## src/design/cfpg_pkg.sv

```systemverilog
// Shared types, register indexes and helpers for the color keyed floor point generator.
package cfpg_pkg;

    localparam int unsigned COLOR_W = 8;
    localparam int unsigned INDEX_W = 12;
    localparam int unsigned COEF_W  = 31;
    localparam int unsigned COORD_W = 32;
    localparam int unsigned WIN_W   = 48;
    localparam int unsigned CFG_IDX_W = 3;

    localparam logic [CFG_IDX_W-1:0] REG_WINDOW_ONE  = 3'd0;
    localparam logic [CFG_IDX_W-1:0] REG_WINDOW_TWO  = 3'd1;
    localparam logic [CFG_IDX_W-1:0] REG_STEP_H      = 3'd2;
    localparam logic [CFG_IDX_W-1:0] REG_STEP_W      = 3'd3;
    localparam logic [CFG_IDX_W-1:0] REG_MAX_H       = 3'd4;
    localparam logic [CFG_IDX_W-1:0] REG_MAX_W       = 3'd5;
    localparam logic [CFG_IDX_W-1:0] REG_LIFT_HEIGHT = 3'd6;
    localparam logic [CFG_IDX_W-1:0] REG_LIFT_STEP   = 3'd7;

    localparam logic [COEF_W-1:0] LIFT_HEIGHT_RESET = 31'd1048576;

    typedef struct packed {
        logic [COLOR_W-1:0] red;
        logic [COLOR_W-1:0] green;
        logic [COLOR_W-1:0] blue;
        logic [INDEX_W-1:0] pixel_row;
        logic [INDEX_W-1:0] pixel_col;
    } t_pixel;

    typedef struct packed {
        logic signed [COORD_W-1:0] point_x;
        logic signed [COORD_W-1:0] point_y;
        logic signed [COORD_W-1:0] point_z;
        logic [3*COLOR_W-1:0]      packed_color;
        logic                      is_lifted;
        logic                      last_of_run;
    } t_point;

    // Inclusive box test; an empty range simply never matches.
    function automatic logic in_window(input logic [WIN_W-1:0] win,
                                       input logic [COLOR_W-1:0] r,
                                       input logic [COLOR_W-1:0] g,
                                       input logic [COLOR_W-1:0] b);
        logic ok;
        ok = (r >= win[7:0])   && (r <= win[31:24]) &&
             (g >= win[15:8])  && (g <= win[39:32]) &&
             (b >= win[23:16]) && (b <= win[47:40]);
        return ok;
    endfunction

endpackage

```

## src/design/cfpg_coord.sv

```systemverilog
// One floor axis: registered index times step, then base minus product with saturation.
module cfpg_coord (
    input  logic                                i_clk,
    input  logic                                i_mul_en,
    input  logic                                i_sub_en,
    input  logic [cfpg_pkg::INDEX_W-1:0]        i_index,
    input  logic [cfpg_pkg::COEF_W-1:0]         i_step,
    input  logic [cfpg_pkg::COEF_W-1:0]         i_base,
    output logic signed [cfpg_pkg::COORD_W-1:0] o_coord
);
    import cfpg_pkg::*;

    localparam int unsigned PROD_W = INDEX_W + COEF_W;
    localparam int unsigned DIFF_W = PROD_W + 2;

    logic [PROD_W-1:0]         r_prod;
    logic signed [DIFF_W-1:0]  diff;
    logic signed [COORD_W-1:0] n_coord;
    logic signed [COORD_W-1:0] r_coord;

    always_ff @(posedge i_clk) begin
        if (i_mul_en) begin
            r_prod <= PROD_W'(i_index) * PROD_W'(i_step);
        end
        if (i_sub_en) begin
            r_coord <= n_coord;
        end
    end

    // The base is below 2^31, so only the negative side can overflow.
    always_comb begin
        diff = $signed(DIFF_W'(i_base)) - $signed(DIFF_W'(r_prod));
        if (diff < -$signed(DIFF_W'(64'h8000_0000))) begin
            n_coord = {1'b1, {(COORD_W-1){1'b0}}};
        end else begin
            n_coord = diff[COORD_W-1:0];
        end
    end

    assign o_coord = r_coord;

endmodule

```

## src/design/color_keyed_floor_point_generator.sv

```systemverilog
// Top level of the color keyed floor point generator: pixel pipeline and point sequencer.
//
// Each accepted pixel beat is placed on the floor plane at x = max_h - row*step_h and
// y = max_w - col*step_w (signed Q12.20, saturated to 32 bits) and its color is tested
// against two inclusive RGB boxes. A pixel outside both boxes yields one point at z = 0;
// a pixel inside either box yields a lifted column at z = 0, lift_step, 2*lift_step, ...
// up to and including lift_height, capped at MAX_LIFT_POINTS points. Pixels flow through
// three register stages (window test and index clamp, multiply, subtract and saturate)
// into an output register that doubles as the column sequencer, so the input takes one
// pixel per cycle while points are unlifted and the output is not stalled; a lifted
// column occupies the output register until its last point is taken and holds the
// pipeline behind it. Configuration registers are plain writes and should only change
// while no pixel is in flight.
module color_keyed_floor_point_generator #(
    parameter int unsigned MAX_LIFT_POINTS = 64,
    parameter int unsigned MAX_IMAGE_DIM   = 4096
) (
    input  logic                           i_clk,
    input  logic                           i_rst_n,
    input  logic                           i_in_valid,
    output logic                           o_in_ready,
    input  cfpg_pkg::t_pixel               i_in_pixel,
    output logic                           o_out_valid,
    input  logic                           i_out_ready,
    output cfpg_pkg::t_point               o_out_point,
    input  logic                           i_cfg_we,
    input  logic [cfpg_pkg::CFG_IDX_W-1:0] i_cfg_idx,
    input  logic [cfpg_pkg::WIN_W-1:0]     i_cfg_data
);
    import cfpg_pkg::*;

    localparam int unsigned CNT_W = (MAX_LIFT_POINTS > 1) ? $clog2(MAX_LIFT_POINTS) : 1;
    localparam int unsigned IDX_LIMIT = (MAX_IMAGE_DIM - 1 < (1 << INDEX_W) - 1) ?
                                        MAX_IMAGE_DIM - 1 : (1 << INDEX_W) - 1;
    localparam logic [INDEX_W-1:0] IDX_MAX = INDEX_W'(IDX_LIMIT);

    // Configuration registers.
    logic [WIN_W-1:0]  r_window_one;
    logic [WIN_W-1:0]  r_window_two;
    logic [COEF_W-1:0] r_step_h;
    logic [COEF_W-1:0] r_step_w;
    logic [COEF_W-1:0] r_max_h;
    logic [COEF_W-1:0] r_max_w;
    logic [COEF_W-1:0] r_lift_height;
    logic [COEF_W-1:0] r_lift_step;

    always_ff @(posedge i_clk) begin
        if (!i_rst_n) begin
            r_window_one  <= '0;
            r_window_two  <= '0;
            r_step_h      <= '0;
            r_step_w      <= '0;
            r_max_h       <= '0;
            r_max_w       <= '0;
            r_lift_height <= LIFT_HEIGHT_RESET;
            r_lift_step   <= '0;
        end else if (i_cfg_we) begin
            case (i_cfg_idx)
                REG_WINDOW_ONE:  r_window_one  <= i_cfg_data;
                REG_WINDOW_TWO:  r_window_two  <= i_cfg_data;
                REG_STEP_H:      r_step_h      <= i_cfg_data[COEF_W-1:0];
                REG_STEP_W:      r_step_w      <= i_cfg_data[COEF_W-1:0];
                REG_MAX_H:       r_max_h       <= i_cfg_data[COEF_W-1:0];
                REG_MAX_W:       r_max_w       <= i_cfg_data[COEF_W-1:0];
                REG_LIFT_HEIGHT: r_lift_height <= i_cfg_data[COEF_W-1:0];
                REG_LIFT_STEP:   r_lift_step   <= i_cfg_data[COEF_W-1:0];
                default: ;
            endcase
        end
    end

    // Pipeline flow control. The output register frees up when it is empty or its
    // last point of the current run is being taken; every stage behind it moves when
    // the stage ahead is free, so a stall never drops or repeats a beat.
    logic r_s1_valid, r_s2_valid, r_s3_valid, r_o_valid;
    logic r_o_last;
    logic out_free, s3_free, s2_free, s1_free;
    logic out_step;

    assign out_free = !r_o_valid || (i_out_ready && r_o_last);
    assign out_step = r_o_valid && i_out_ready && !r_o_last;
    assign s3_free  = !r_s3_valid || out_free;
    assign s2_free  = !r_s2_valid || s3_free;
    assign s1_free  = !r_s1_valid || s2_free;
    assign o_in_ready = s1_free;

    always_ff @(posedge i_clk) begin
        if (!i_rst_n) begin
            r_s1_valid <= 1'b0;
            r_s2_valid <= 1'b0;
            r_s3_valid <= 1'b0;
            r_o_valid  <= 1'b0;
        end else begin
            if (s1_free) r_s1_valid <= i_in_valid;
            if (s2_free) r_s2_valid <= r_s1_valid;
            if (s3_free) r_s3_valid <= r_s2_valid;
            if (out_free) r_o_valid <= r_s3_valid;
        end
    end

    // Stage 1: index clamp and window test.
    logic [INDEX_W-1:0]   r_s1_row, r_s1_col;
    logic [3*COLOR_W-1:0] r_s1_color;
    logic                 r_s1_lift;
    logic [3*COLOR_W-1:0] r_s2_color, r_s3_color;
    logic                 r_s2_lift, r_s3_lift;

    always_ff @(posedge i_clk) begin
        if (s1_free) begin
            r_s1_row   <= (i_in_pixel.pixel_row > IDX_MAX) ? IDX_MAX : i_in_pixel.pixel_row;
            r_s1_col   <= (i_in_pixel.pixel_col > IDX_MAX) ? IDX_MAX : i_in_pixel.pixel_col;
            r_s1_color <= {i_in_pixel.red, i_in_pixel.green, i_in_pixel.blue};
            r_s1_lift  <= in_window(r_window_one, i_in_pixel.red, i_in_pixel.green,
                                    i_in_pixel.blue) ||
                          in_window(r_window_two, i_in_pixel.red, i_in_pixel.green,
                                    i_in_pixel.blue);
        end
        if (s2_free) begin
            r_s2_color <= r_s1_color;
            r_s2_lift  <= r_s1_lift;
        end
        if (s3_free) begin
            r_s3_color <= r_s2_color;
            r_s3_lift  <= r_s2_lift;
        end
    end

    // Stages 2 and 3: multiply, then subtract and saturate, one unit per axis.
    logic signed [COORD_W-1:0] s3_x, s3_y;

    cfpg_coord u_coord_x (
        .i_clk    (i_clk),
        .i_mul_en (s2_free),
        .i_sub_en (s3_free),
        .i_index  (r_s1_row),
        .i_step   (r_step_h),
        .i_base   (r_max_h),
        .o_coord  (s3_x)
    );

    cfpg_coord u_coord_y (
        .i_clk    (i_clk),
        .i_mul_en (s2_free),
        .i_sub_en (s3_free),
        .i_index  (r_s1_col),
        .i_step   (r_step_w),
        .i_base   (r_max_w),
        .o_coord  (s3_y)
    );

    // Output register and column sequencer. r_o_z_next holds the z of the following
    // point so that the end-of-column test is one add and one compare per cycle.
    logic signed [COORD_W-1:0] r_o_x, r_o_y;
    logic [COORD_W-1:0]        r_o_z, r_o_z_next;
    logic [3*COLOR_W-1:0]      r_o_color;
    logic                      r_o_lift;
    logic [CNT_W-1:0]          r_o_cnt;
    logic [COORD_W-1:0]        z_after;
    logic                      first_last;
    logic                      next_last;

    assign z_after    = r_o_z_next + COORD_W'(r_lift_step);
    assign first_last = !r_s3_lift || (MAX_LIFT_POINTS == 1) || (r_lift_step > r_lift_height);
    assign next_last  = ((CNT_W + 1)'(r_o_cnt) + (CNT_W + 1)'(1) ==
                         (CNT_W + 1)'(MAX_LIFT_POINTS - 1)) ||
                        (z_after > COORD_W'(r_lift_height));

    always_ff @(posedge i_clk) begin
        if (!i_rst_n) begin
            r_o_last <= 1'b0;
        end else if (out_free) begin
            r_o_last <= first_last;
        end else if (out_step) begin
            r_o_last <= next_last;
        end
    end

    always_ff @(posedge i_clk) begin
        if (out_free) begin
            r_o_x      <= s3_x;
            r_o_y      <= s3_y;
            r_o_z      <= '0;
            r_o_z_next <= COORD_W'(r_lift_step);
            r_o_color  <= r_s3_color;
            r_o_lift   <= r_s3_lift;
            r_o_cnt    <= '0;
        end else if (out_step) begin
            r_o_z      <= r_o_z_next;
            r_o_z_next <= z_after;
            r_o_cnt    <= r_o_cnt + CNT_W'(1);
        end
    end

    assign o_out_valid              = r_o_valid;
    assign o_out_point.point_x      = r_o_x;
    assign o_out_point.point_y      = r_o_y;
    assign o_out_point.point_z      = $signed(r_o_z);
    assign o_out_point.packed_color = r_o_color;
    assign o_out_point.is_lifted    = r_o_lift;
    assign o_out_point.last_of_run  = r_o_last;

    // A point outside both windows always closes its run.
    a_unlifted_last: assert property (@(posedge i_clk) disable iff (!i_rst_n)
        (r_o_valid && !r_o_lift) |-> r_o_last)
        else $error("unlifted point not marked last");

    // A lifted point never rises above the configured column height.
    a_z_bound: assert property (@(posedge i_clk) disable iff (!i_rst_n)
        (r_o_valid && r_o_lift) |-> (r_o_z <= COORD_W'(r_lift_height)))
        else $error("lifted point above lift height");

    // The column counter stays below the point cap.
    a_cnt_cap: assert property (@(posedge i_clk) disable iff (!i_rst_n)
        r_o_valid |-> ((CNT_W + 1)'(r_o_cnt) < (CNT_W + 1)'(MAX_LIFT_POINTS)))
        else $error("column exceeds point cap");

    // Taking a non-final point advances z by one step within the same run.
    a_z_advance: assert property (@(posedge i_clk) disable iff (!i_rst_n)
        out_step |=> (r_o_valid && r_o_lift &&
                      r_o_z == $past(r_o_z) + COORD_W'(r_lift_step)))
        else $error("column z did not advance by one step");

endmodule

```

## config.mk

```make
export PLATFORM = sky130hd
export DESIGN_NAME = color_keyed_floor_point_generator
export DESIGN_NICKNAME = d
export VERILOG_FILES = /design/src/design/cfpg_pkg.sv /design/src/design/cfpg_coord.sv /design/src/design/color_keyed_floor_point_generator.sv
export SDC_FILE = /design/constraint.sdc
export NUM_CORES = 2
export LEC_CHECK = 0
export BUFFER_PORTS_ARGS = -buffer_cell sky130_fd_sc_hd__buf_4
export CORE_ASPECT_RATIO = 2
export CORE_MARGIN = 10
export CORE_UTILIZATION = 53
export CTS_BUF_LIST = sky130_fd_sc_hd__clkbuf_16
export CTS_CLUSTER_DIAMETER = 40
export DETAILED_ROUTE_END_ITERATION = 10
export PLACE_DENSITY = 0.7
export SLEW_MARGIN = 20
export SYNTH_ARGS = -nofsm -noshare
export SYNTH_HDL_FRONTEND = slang
export SYNTH_HIERARCHICAL = 1
export SYNTH_SLANG_ARGS = --single-unit
```

## constraint.sdc

```tcl
create_clock -name i_clk -period 6.7 [get_ports i_clk]
set_input_delay 0.67 -clock i_clk [delete_from_list [all_inputs] [get_ports i_clk]]
set_output_delay 0.67 -clock i_clk [all_outputs]
set_load 0.02 [all_outputs]
```

# Yosys cells after proc, flatten, opt, wreduce, memory -nomap -nowiden
# Index checks and enable logic that the tools add are counted.
totals:
  register_bits: 695
  input_bits: 104
  out_inout_bits: 124
  elab_cells: 106
op_classes:
  add_sub_neg: 5
  multipliers: 2
  n_lt_le_gt_ge: 18
  eq_ne: 8
  n_mux: 4
  n_reduce_logical: 36
op_table:
  columns: ["cell", "n"]
  rows:
  - ["< comparator 45 x 32 -> 1 bit, second input constant", 2]
  - ["subtractor 31 x 43 -> 44 bit", 2]
  - ["multiplier 12 x 31 -> 43 bit", 2]
  - ["two-way mux 31 bit", 2]
  - [">= comparator 8 bit", 6]
  - ["less-or-equal comparator 8 bit", 6]
  - ["adder 32 x 31 -> 32 bit", 1]
  - ["> comparator 32 x 31 -> 1 bit", 1]
  - ["> comparator 31 bit", 1]
  - ["> comparator 12 bit, second input constant", 2]
  - ["AND reduction 2 bit", 8]
  - ["logical AND 1 bit", 13]
  - ["equality test 3 bit, second input constant", 4]
  - ["adder 6 x 1 -> 7 bit, second input constant", 1]
  - ["equality test 7 x 6 -> 1 bit, second input constant", 1]
  - ["logical OR 1 bit", 7]
  - ["adder 6 x 1 -> 6 bit, second input constant", 1]
  - ["equality test 3 x 2 -> 1 bit, second input constant", 2]
  - ["zero test 1 bit", 6]
  - ["equality test 3 x 1 -> 1 bit, second input constant", 1]
  - ["zero test 3 bit", 1]
  - ["two-way mux 1 bit", 2]
  - ["nonzero test 2 bit", 1]

# Logic depth before layout (Yosys ltp)
depth:
  word_depth: 7
  depth_mapped: 23

# By module
# The synthesis kept the hierarchy.
by_module_without_submodules:
  columns: ["mod", "instances", "cells_each", "area_each_um2", "seq_area_each_um2"]
  rows:
  - ["color_keyed_floor_point_generator", 1, 2496, 24867.6, 13102.6]
  - ["cfpg_coord (u_coord_y)", 1, 1836, 16390.7, 2252.2]
  - ["cfpg_coord (u_coord_x)", 1, 1801, 15994.1, 2252.2]

# Worst setup path after synthesis
# Ideal clock, no wire load.
synth_path:
  path_type: "register to register"
  startpoint: "register r_s1_col[8]"
  endpoint: "register u_coord_y.r_prod[41], data pin"
  setup_ns: 0.180
  arrival_ns: 5.549
  required_time_ns: 6.520
  path_slack_ns: 0.971
  stages_incl_launch_ff: 21
  synth_period_minus_slack_ns: 5.729
  path_cell_list: "edfxtp_1 -> clkbuf_1 -> nand2_1 -> fa_1 -> inv_1 -> fa_1 -> fa_1 -> fa_1 -> inv_1 -> fa_1 -> inv_1 -> ha_1 -> and3_1 -> and3_1 -> o31ai_1 -> a2111oi_1 -> o2111ai_1 -> nand3_1 -> a21oi_1 -> or4b_1 -> o311ai_1"
synth_via:
  elab_chain_cells: 1
synth_rtl:
  columns: ["item", "line_no", "source"]
  rows:
  - ["start, declared", "color_keyed_floor_point_generator.sv:102", "logic [INDEX_W-1:0] r_s1_row, r_s1_col;"]
  - ["start signal, assigned", "color_keyed_floor_point_generator.sv:111", "r_s1_col <= (i_in_pixel.pixel_col > IDX_MAX) ? IDX_MAX : i_in_pixel.pixel_col;"]
  - ["multiplier 12 x 31 -> 43 bit", "cfpg_coord.sv:23", "r_prod <= PROD_W'(i_index) * PROD_W'(i_step);"]
  - ["end signal, assigned", "cfpg_coord.sv:23", null]
  - ["end, declared", "cfpg_coord.sv:16", "logic [PROD_W-1:0] r_prod;"]
# No other way between the ends.
# A chain may end at the register's enable or synchronous reset.

# Final worst setup path
layout_path:
  startpoint: "register r_s1_col[11]"
  endpoint: "register u_coord_y.r_prod[41], data pin"
# Same word-level chain as after synthesis.

==> impl_metrics.tcl <==
set metrics [dict create \
    drt_iter0_markers 2583 \
    worstMarginPinSlew_ps 1100 \
    route.detailed.drc 0 \
    core_area_mm2 0.107 \
    holdBufCountCts 0 \
    drt_wl_total_um 159000 \
    grt_usage_pct 26.1 \
    finalSetupViolations 0 \
    grtUsageMet3_pct 4.25 \
    max_freq_ghz 0.157 \
    maxCapViolCount 0 \
    io_pins 228 \
    grt_pass1_vias 45858 \
    drt_first_pass_iters 6 \
    grt_remaining_overflow 0 \
    synth_area_mm2 0.0573 \
    grt_pass1_wl_um 250000 \
    seq_area_mm2 0.0176 \
    synth_adder_area_share_pct 29.5 \
    synth_top_family_by_area "adder cells" \
    layout-drive-gt1-share_pct 10.3 \
    place.gp.congestion 0.957 \
    grt_max_degree 245 \
    synth_compound_area_share_pct 12.8 \
    ctsHtreeMaxLevel 3 \
    yosysSeqAreaShare_pct 30.8 \
    synth_xor_area_share_pct 2.33 \
    ant_nets 0 \
    synth_cell_types 109 \
    path_class "reg -> reg" \
    vias_per_cell 5.60 \
    rows 170 \
    finalNetCount 7373 \
    fin_area_mm2 0.0637 \
    worstSetupEndpointType "flip-flop" \
    run_status "completed" \
    place_area_mm2 0.0605 \
    start_util_pct 53.4 \
    chipWidth_um 252 \
    met1_usage_pct 27.4 \
    fin_setup_tns_ps 0 \
    fin_crit_sh_pct 95.1 \
    wl_per_cell_um 20.6 \
    insertion_delay_ps 710 \
    yosys.area_share.simple_pct 15.6 \
    dieHeight_um 485 \
    ys.warnings.count 6 \
    ys_ff_latch 695 \
    synth_mux_area_share_pct 0.522 \
    die-area_mm2 0.122 \
    clk_pin_slew_ps 70 \
    final_core_util_pct 59.4 \
    routed-via-count 43258 \
    slew_viol_final 0 \
    fillCellCount 9273 \
    syn_inst 6133 \
    clock_skew_ps 44.4 \
    cts-root-buf "clkbuf_16" \
    rsz0062_at_grt "false" \
    synth_top_flop_cell "edfxtp_1" \
    crit_required_ps 7200 \
    synth_edf_count 369 \
    finalPower_mw 12.7 \
    arrival_ps 6870 \
    power.density_mw_per_mm2 199 \
    multi_input_area_mm2 0.0349 \
    clk_path_buf_depth 3 \
    hold_path_class "in -> reg" \
    async_flop_share_pct 0 \
    numPortBuffers 227 \
    cp-start-kind "flip-flop" \
    hold_viol 0 \
    p_leak_nw 29.1 \
    syn-mean-instance-area_um2 9.34 \
    peakVddDrop_v 0.000168 \
    hpwl_um 122000 \
    cts_tree "done" \
    syn_nets 7235 \
    area_growth_pct 11.2 \
    cts_sinks 695 \
    cts_buffers 82 \
    worst_slack_ps 329 \
    grt_antenna_before_repair 6 \
    grtUsageMet2_pct 47.2 \
    cp_max_fo 10 \
    dp_slack_ps 137 \
    period_minus_slack_ps 6370 \
    slew_headroom_pct 25.7 \
    grt.busiest_layer "met2" \
]
[through the flow]
step                      hold WS (ps)  cells
final                              145   7718
after global routing               121   7718
after CTS                         95.7   7695
after detailed placement           405   7542
after global placement             401   7541
after floorplan                    400   6133
[path summary, 6_finish.rpt]
check	start	endpoint	slack, ps	cells past startpoint
min	i_in_pixel[32]	r_s1_color[8]$_DFFE_PP_	140	1
max	r_s1_col[11]$_SDFFCE_PN1P_	u_coord_y/r_prod[41]$_DFFE_PP_	330	20
max reg2reg	r_s1_col[11]$_SDFFCE_PN1P_	u_coord_y/r_prod[41]$_DFFE_PP_	330	20
min reg2reg	r_s2_color[3]$_DFFE_PP_	r_s3_color[3]$_DFFE_PP_	410	0
[area by class of cell]
cell class,instances,area share (%)
timing repair buffer,396,5.00
inverter,902,5.32
multi-input combinational,4194,54.8
sequential,695,27.7
clock buffer,83,3.26
tap,1376,2.70
antenna,2,0.00786
clock inverter,70,1.27
[power by group]
part,internal [mW],total (mW),switching (mW)
Clock,2.60,4.65,2.05
Combinational,1.10,2.84,1.74
Sequential,4.96,5.17,0.207
[synth_stat cells, drive strengths merged, types with 91 or more instances]
cell type  count  area share [%]
a21boi       326             4.3
a21o         126             1.7
a21oi        249             2.4
and2         241             2.6
clkbuf       313             2.2
dfxtp        326              11
edfxtp       369              19
fa           583              20
ha           415             9.1
inv          902             5.9
nand2       1224             8.0
nor2         131            0.86
o21ai        120             1.1
xnor2         91             1.4
[flip-flops by register name, indices dropped and copies added, names as in the netlist, 24 cells and up]
register / count
r_step_h: 31
u_coord_y/o_coord: 32
r_max_w: 31
r_lift_step: 31
u_coord_x/o_coord: 32
r_o_x: 32
r_s2_color: 24
r_s3_color: 24
r_window_one: 48
r_o_y: 32
u_coord_y/r_prod: 43
r_step_w: 31
r_s1_color: 24
r_o_z: 32
r_o_z_next: 32
r_window_two: 48
r_o_color: 24
r_max_h: 31
u_coord_x/r_prod: 43
r_lift_height: 31
[kinds of logic (layout without fill, tap and decap cells)]
group,after synthesis,count (layout)
compound gates,1048,1048
mux,27,27
xor+xnor,152,152
fa+ha+maj,998,998
flops,695,695
buf+inv,1244,1451
other cells,0,2
simple gates,1969,1969
[timing repair]
action	CTS	global route
buffers inserted	0	21
gates resized for setup	0	1
endpoints found under the setup margin	0	2
[cells in the final DEF (no fill, tap or decap), drive strengths merged, types with 61 or more instances in the layout]
| cell type | instances |
|---|---|
| a21o | 126 |
| o21ai | 120 |
| and2 | 241 |
| nand2b | 72 |
| a21boi | 326 |
| inv | 929 |
| ha | 415 |
| nand2 | 1224 |
| buf | 396 |
| a21oi | 249 |
| edfxtp | 369 |
| nor2 | 131 |
| clkbuf | 83 |
| xnor2 | 91 |
| fa | 583 |
| dfxtp | 326 |
| xor2 | 61 |
[worst max-delay path, stage by stage, from the launching register on]
cell and delay (ps):
edfxtp_1 510, buf_4 220, buf_4 170, and2_1 170, fa_1 500, fa_1 510, fa_1 520, fa_1 550
inv_1 60, fa_1 540, inv_1 50, ha_1 290, and4_1 240, nand4_1 150, a2111oi_1 430, buf_4 190
o2111ai_1 150, nand3_1 170, a21oi_1 120, or4b_1 540, o311ai_1 90
[layer usage]
layer	routed length, um	share of wire [%]
met5	27	0.017
met2	82700	52
met3	8420	5.3
met4	11200	7.0
met1	56800	36
No activity file was read; power rests on OpenSTA's default activity.
